[config.mk]
export PLATFORM = sky130hd
export DESIGN_NAME = lla_ctrl
export DESIGN_NICKNAME = d
export VERILOG_FILES = /design/src/rtl/core/lla_pkg.sv /design/src/rtl/core/lla_ctrl.sv
export SDC_FILE = /design/constraint.sdc
export NUM_CORES = 1
export LEC_CHECK = 0
export BUFFER_PORTS_ARGS = -buffer_cell sky130_fd_sc_hd__buf_2
export CAP_MARGIN = 20
export CORE_UTILIZATION = 40
export DETAILED_ROUTE_END_ITERATION = 7
export GPL_ROUTABILITY_DRIVEN = 0
export HOLD_SLACK_MARGIN = 0.15
export PLACE_DENSITY = 0.8
export SLEW_MARGIN = 30
export SYNTH_ARGS = -nofsm -noshare
export SYNTH_HDL_FRONTEND = slang
export SYNTH_SLANG_ARGS = --single-unit
export TNS_END_PERCENT = 5
[constraint.sdc]
create_clock -name clk -period 3.3 [get_ports clk]
set_input_delay 0.66 -clock clk [delete_from_list [all_inputs] [get_ports clk]]
set_output_delay 0.66 -clock clk [all_outputs]
set_load 0.03 [all_outputs]
[src/rtl/core/lla_pkg.sv]
// Package for the life-like automaton step block: payload structs, codes,
// controller states and shared constants. No dependencies.
package lla_pkg;

    localparam int unsigned FULL_HISTORY = 256;
    localparam int unsigned TALLY_MAX    = 8191;

    typedef enum logic [1:0] {
        OP_WRITE = 2'd0,
        OP_READ  = 2'd1,
        OP_RUN   = 2'd2,
        OP_NONE  = 2'd3
    } op_t;

    typedef enum logic [2:0] {
        REG_BIRTH   = 3'd0,
        REG_SURVIVE = 3'd1,
        REG_ROWRAD  = 3'd2,
        REG_COLRAD  = 3'd3,
        REG_DECAY   = 3'd4
    } reg_idx_t;

    typedef struct packed {
        logic [1:0] operation;
        logic [5:0] cell_row;
        logic [5:0] cell_col;
        logic [8:0] history_in;
        logic [7:0] generation_count;
    } in_item_t;

    typedef struct packed {
        logic        cell_alive;
        logic [8:0]  cell_history;
        logic [12:0] births;
        logic [12:0] deaths;
        logic [12:0] live_count;
        logic [31:0] generation;
    } out_item_t;

    typedef enum logic [3:0] {
        ST_CLEAR,
        ST_IDLE,
        ST_CELL_RD,
        ST_CELL_WAIT,
        ST_CELL_DONE,
        ST_GEN_START,
        ST_GEN_LOAD,
        ST_GEN_LOAD_WAIT,
        ST_GEN_CELL,
        ST_GEN_CELL_WAIT,
        ST_GEN_COMMIT,
        ST_GEN_END,
        ST_OUT
    } state_t;

    // commands from controller to datapath
    typedef struct packed {
        logic clr_step;      // write zero at sweep address, advance
        logic cell_read;     // issue read at addressed cell
        logic cell_write;    // write history_in at addressed cell
        logic cell_latch;    // latch read data into result
        logic gen_start;     // reset sweep counter and tallies
        logic load_write;    // place read bit into staging grid, advance
        logic cell_rd;       // issue neighbor and history read at sweep cell
        logic cell_upd;      // compute and write back cell, advance
        logic gen_end;       // commit tallies and counter
        logic run_latch;     // clear cell fields of result
    } cmd_t;

    typedef struct packed {
        logic sweep_last;    // sweep address at last cell
        logic nbr_last;      // last neighbor offset of a cell
    } stat_t;

endpackage

[src/rtl/core/lla_ctrl.sv]
// Controller of the life-like automaton step block: sequences clear, cell
// access and generation sweeps. Depends on lla_pkg.
module lla_ctrl (
    input  logic               clk,
    input  logic               rst_n,
    input  logic               in_valid,
    output logic               in_ready,
    input  lla_pkg::in_item_t  in_data,
    output logic               out_valid,
    input  logic               out_ready,
    output lla_pkg::cmd_t      cmd,
    input  lla_pkg::stat_t     stat,
    output lla_pkg::in_item_t  item
);
    import lla_pkg::*;

    state_t    state_reg, state_next;
    in_item_t  item_reg, item_next;
    logic [7:0] left_reg, left_next;

    assign item = item_reg;

    always_ff @(posedge clk or negedge rst_n)
    begin
        if (!rst_n)
        begin
            state_reg <= ST_CLEAR;
            left_reg  <= '0;
        end
        else
        begin
            state_reg <= state_next;
            left_reg  <= left_next;
        end
    end

    always_ff @(posedge clk)
    begin
        item_reg <= item_next;
    end

    always_comb
    begin
        state_next = state_reg;
        item_next  = item_reg;
        left_next  = left_reg;
        cmd        = '0;
        in_ready   = 1'b0;
        out_valid  = 1'b0;
        case (state_reg)
            ST_CLEAR:
            begin
                cmd.clr_step = 1'b1;
                if (stat.sweep_last)
                    state_next = ST_IDLE;
            end
            ST_IDLE:
            begin
                in_ready = 1'b1;
                if (in_valid)
                begin
                    item_next = in_data;
                    left_next = in_data.generation_count;
                    case (op_t'(in_data.operation))
                        OP_WRITE, OP_READ: state_next = ST_CELL_RD;
                        OP_RUN:            state_next = ST_GEN_START;
                        default:           state_next = ST_GEN_END;
                    endcase
                end
            end
            ST_CELL_RD:
            begin
                if (op_t'(item_reg.operation) == OP_WRITE)
                    cmd.cell_write = 1'b1;
                state_next = ST_CELL_WAIT;
            end
            ST_CELL_WAIT:
            begin
                cmd.cell_read = 1'b1;
                state_next = ST_CELL_DONE;
            end
            ST_CELL_DONE:
            begin
                cmd.cell_latch = 1'b1;
                state_next = ST_OUT;
            end
            ST_GEN_START:
            begin
                if (left_reg == 8'd0)
                    state_next = ST_GEN_END;
                else
                begin
                    cmd.gen_start = 1'b1;
                    state_next = ST_GEN_LOAD;
                end
            end
            ST_GEN_LOAD:
            begin
                // current alive bit at the sweep address is read here
                state_next = ST_GEN_LOAD_WAIT;
            end
            ST_GEN_LOAD_WAIT:
            begin
                // snapshot the current alive bit into the neighbor grid
                cmd.load_write = 1'b1;
                state_next = stat.sweep_last ? ST_GEN_CELL : ST_GEN_LOAD;
            end
            ST_GEN_CELL:
            begin
                cmd.cell_rd = 1'b1;
                if (stat.nbr_last)
                    state_next = ST_GEN_CELL_WAIT;
            end
            ST_GEN_CELL_WAIT:
            begin
                cmd.cell_upd = 1'b1;
                if (stat.sweep_last)
                begin
                    left_next  = left_reg - 8'd1;
                    state_next = ST_GEN_COMMIT;
                end
                else
                    state_next = ST_GEN_CELL;
            end
            ST_GEN_COMMIT:
            begin
                cmd.gen_end = 1'b1;
                state_next = (left_reg == 8'd0) ? ST_GEN_END : ST_GEN_START;
            end
            ST_GEN_END:
            begin
                cmd.run_latch = 1'b1;
                state_next = ST_OUT;
            end
            ST_OUT:
            begin
                out_valid = 1'b1;
                if (out_ready)
                    state_next = ST_IDLE;
            end
            default: state_next = ST_IDLE;
        endcase
    end

    a_out_only_idle_next: assert property (@(posedge clk) disable iff (!rst_n)
        (out_valid && out_ready) |=> state_reg == ST_IDLE)
        else $error("result transaction did not return to idle");
    a_no_accept_busy: assert property (@(posedge clk) disable iff (!rst_n)
        in_ready |-> !out_valid)
        else $error("input accepted while result pending");
    a_clear_first: assert property (@(posedge clk) disable iff (!rst_n)
        $rose(rst_n) |-> state_reg == ST_CLEAR)
        else $error("clearing pass skipped");
endmodule

## Word level (Yosys, flattened, before mapping)

Index checks and enable logic that the tools add are counted.

| operators by class | value |
|---|---|
| add/sub/neg operators | 1 |
| eq/ne operators | 19 |
| mux-type cells | 27 |
| reduce and logical (&&, ||, !) cells | 10 |

Operator list:

| operator | count |
|---|---|
| 4-bit one-hot mux with 12 select lines | 1 |
| 4-bit 2-to-1 mux | 7 |
| 4-bit == test, second input constant | 5 |
| 4-bit by 3-bit == test with 1-bit output, second input constant | 4 |
| 8-bit 2-to-1 mux | 2 |
| 8-bit one-hot mux with 2 select lines | 1 |
| 1-bit 2-to-1 mux | 14 |
| 2-bit inequality test, second input constant | 5 |
| 4-bit by 2-bit == test with 1-bit output, second input constant | 2 |
| 8-bit zero test | 1 |
| 4-bit one-hot mux with 2 select lines | 1 |
| 8-bit by 1-bit subtractor with 8-bit output, second input constant | 1 |
| 4-bit by 1-bit == test with 1-bit output, second input constant | 1 |
| 2-bit zero test | 2 |
| 4-bit zero test | 1 |
| 4-bit AND reduction | 1 |
| 2-bit OR reduction | 2 |
| 3-bit AND reduction | 1 |
| 2-bit by 1-bit == test with 1-bit output, second input constant | 1 |
| 2-bit == test, second input constant | 1 |
| 2-bit 2-to-1 mux | 1 |
| 2-bit AND reduction | 1 |
| 2-bit nonzero test | 1 |

| word-level totals | value |
|---|---|
| bits in registers | 43 |
| output and inout bits | 43 |
| logic and storage cells | 64 |

## Logic depth before layout (Yosys ltp)

| logic depth | value |
|---|---|
| depth in word-level cells | 5 |
| mapped depth | 6 |
| mapped depth without buffers | 6 |

## Worst setup path after synthesis

No wires, ideal clock.

| path | value |
|---|---|
| path kind | flip-flop to flip-flop |
| start | register state_reg[1] |
| end | register item_reg (netlist bit item[0]) (enable) |
| setup time | 391 ps |
| data arrival time | 2210 ps |
| slack | 699 ps |
| cell stages (with the launch flop) | 4 |
| path through | dfrtp_1 buf_2 nor4b_2 and2_1 |

| on the way | value |
|---|---|
| cells in the longest elaborated chain, start to end | 2 |

Ends and longest elaborated chain:

| item | RTL line | source |
|---|---|---|
| start: declaration | lla_ctrl.sv:17 | `state_t state_reg, state_next;` |
| start signal: assignment | lla_ctrl.sv:32 | `state_reg <= state_next;` |
| 4-bit by 1-bit == test with 1-bit output | lla_ctrl.sv:50 | `case (state_reg)` |
| 2-bit AND reduction (no line) | -- |  |
| end signal: assignment | lla_ctrl.sv:39 | `item_reg <= item_next;` |
| end: declaration | lla_ctrl.sv:18 | `in_item_t item_reg, item_next;` |

Every way passes these cells.
A chain may end at the register's enable or synchronous reset.

==> qor.yml <==
clock_network:
  cts.sinks: 43
  cts_inserted_buffers: 5
  ctsHoldBuffers: 0
  clockBufferDepth: 2
  post_cts.repair.setup_buffers: 0
  cts_root_buf: "clkbuf_8"
  tritoncts: "built"
  cts_resized: 0
  clk_pin_slew_ns: 0.08
  h-tree-depth: 2
  clock_latency_ns: 0.28
finish:
  syn2layout_area_growth_pct: 28.6
  largest_reg_flops: 31
  regArea_um2: 1230
  drive_gt1_share_pct: 36.7
  nets: 289
  final_cell_area_um2: 2570
  multi_input_area_um2: 693
  fillers: 418
  diodes: 0
floorplan:
  start_util_pct: 42.1
  rows: 25
  die_area_um2: 5290
  dieHeight_um: 72.7
  die_w_um: 72.7
  ioPinCount: 80
  core-area_um2: 4750
detailed_routing:
  drt_iter0_drc: 130
  final_antenna_net_count: 0
  routed_wl_mm: 4.15
  vias_per_cell: 5.16
  via_count: 1640
  dr.pass1.iters: 4
  drc: 0
  routedWlPerCell_um: 13.1
worst_setup_path:
  critical_path.cell_chain: "nand4bb_1 -> buf_4 -> inv_1 -> buf_2"
  path_delay_family: "flip-flops"
  cp_slowest_cell: "dfrtp_1"
  r2r_slack_ns: 1.20
  r2r_cells: 3
  critPathCaptureType: "primary output"
  critPathRequiredTime_ns: 2.64
  crit_fanout: 24
  critical_path_buf_inv_count: 3
  cpPeakStageDelay_ns: 0.80
  cp-start-kind: "register"
  reg2reg_to: "item[2]"
  critPathArrivalTime_ns: 1.97
  criticalPathCategory: "reg -> out"
  r2r_start: "state_reg[0]"
synthesis:
  synth_area_per_cell_um2: 11.6
  syn_nets: 212
  yosysSeqAreaShare_pct: 61.5
  synth_cells: 173
  yosys_warnings: 0
  synthXorXnorAreaFrac_pct: 0
  synth_fa_ha_area_share_pct: 1.25
  ys_types: 42
  synth-compound-area-share_pct: 15.5
  synth_top_family_by_area: "simple AND/OR/NAND/NOR gates"
  ys_ff_latch: 43
  synth_mux_area_share_pct: 1.00
  synth_simple_gate_area_share_pct: 16.9
  syn_area_um2: 2000
timing:
  worst_pin_slew_ns: 0.707
  final.setup.tns_ns: 0
  grt_setup_unrepaired: "false"
  max-slew-margin-rel_pct: 52.8
  fin_crit_sh_pct: 79.7
  fmax_mhz: 380
  hold_viol_final: 0
  period_minus_slack_ns: 2.63
  clock_skew_ns: 0.00302
  drv_slew: 0
  whs_ns: 0.242
  setup-violations-final: 0
global_routing:
  antenna_found_initial: 0
  grt_pass1_wl_mm: 6.81
  grt_max_degree: 32
  grt.total_usage_pct: 16.9
  gr-total-overflow: 0
  grt_pass1_vias: 1543
power:
  vdd_ir_drop_max_mv: 0.405
  p_leak_uw: 0.00107
  power_density_nw_per_um2: 880
job:
  max-cap-violations: 0
place:
  io_buffers: 79
  place_hpwl_mm: 3.05
  placed_area_um2: 2440
run_status:
  status: "finished, final reports clean"
worst_hold_path:
  hold_class: "in -> async"
Yosys cell counts, drive strengths merged:
library cell,instances,share of area (%)
nand3b,2,0.75
nand2b,6,1.9
o21ai,16,4.0
a21boi,1,0.38
a32oi,3,1.3
nor2,13,2.4
dfrtp,12,15
and2,2,0.63
nand4,2,0.63
nor3,10,2.5
nor4,3,0.94
o2bb2ai,1,0.44
a22o,1,0.44
clkbuf,2,0.38
nand3,4,1.0
mux2i,2,1.0
and3,2,0.63
nor3b,4,1.8
a2111oi,1,0.44
nand2,9,1.7
nand4bb,1,0.56
o22ai,2,0.63
edfxtp,31,47
a311oi,1,0.44
ha,2,1.3
buf,9,2.3
a221oi,1,0.75
a31oi,3,0.94
a211oi,1,0.63
a41o,1,0.50
nor4b,1,0.75
a21o,1,0.38
or3,1,0.31
a2bb2oi,2,0.88
inv,6,1.1
a21oi,12,3.0
o21bai,1,0.38
nand4b,1,0.44
report_power, final:
part	total, uW	internal [uW]	switching (uW)
registers	922	745	177
logic	877	310	566
clock network	465	302	163
total	2260	1360	906
cells in the final DEF, fill, tap and decap left out, types with 3 or more instances in the layout:
cell type	instances
nor2_1	13
inv_1	6
nor3b_1	3
nor3_1	10
nor4_1	3
dfrtp_1	12
o21ai_1	5
clkbuf_8	5
a32oi_1	3
a21oi_1	12
edfxtp_1	31
nand2_1	9
nand3_1	4
nand2b_1	6
buf_2	79
a31oi_1	3
o21ai_0	11
worst max-delay path by stage:
stage	endpoint	slack (ns)	cells past startpoint	start
floorplan	item[0]	0.70	3	state_reg[1]
global placement	cmd[2]	1.07	4	state_reg[3]
detailed placement	cmd[2]	1.0	4	state_reg[3]
CTS	cmd[2]	0.68	4	state_reg[3]
global route	cmd[2]	0.53	4	state_reg[0]
finish	cmd[2]	0.67	4	state_reg[3]
metrics by stage:
step	setup WS (ns)	power [uW]	cells	utilization, %
after CTS	0.677	2280	318	54.1
after floorplan	0.699	1590	173	-
after global routing	0.529	2410	318	54.1
after global placement	1.07	1780	310	51.3
after detailed placement	0.996	1810	310	51.3
final	0.669	2260	318	54.1
per-layer routing:
metal,vias to the layer above,global-route usage [%],part of all wire [%]
met3,4,3.31,8.8
met4,0,8.50,1.5
li1,809,-,-
met5,-,0,0
met2,84,28.7,47
met1,743,20.4,42
logic make-up after synthesis:
group	after synthesis
flops	43
mux	2
compound gates	48
buf+inv	17
simple gates	61
fa+ha+maj	2
worst register-to-register path: cells and delay by family, from the launching register on:
family                 cells  cell delay, ns
DFF                        1            0.80
and+or+nand+nor            2            0.62
buffers and inverters      1            0.34
cell type report:
class	instances	share of cell area, %
flip-flops and latches	43	47.8
inverters	6	0.875
clock buffers	6	2.82
repair buffers	81	15.9
clock inverters	2	2.33
well taps	67	3.26
multi-input cells	113	26.9
(Power assumes the default switching activity.)
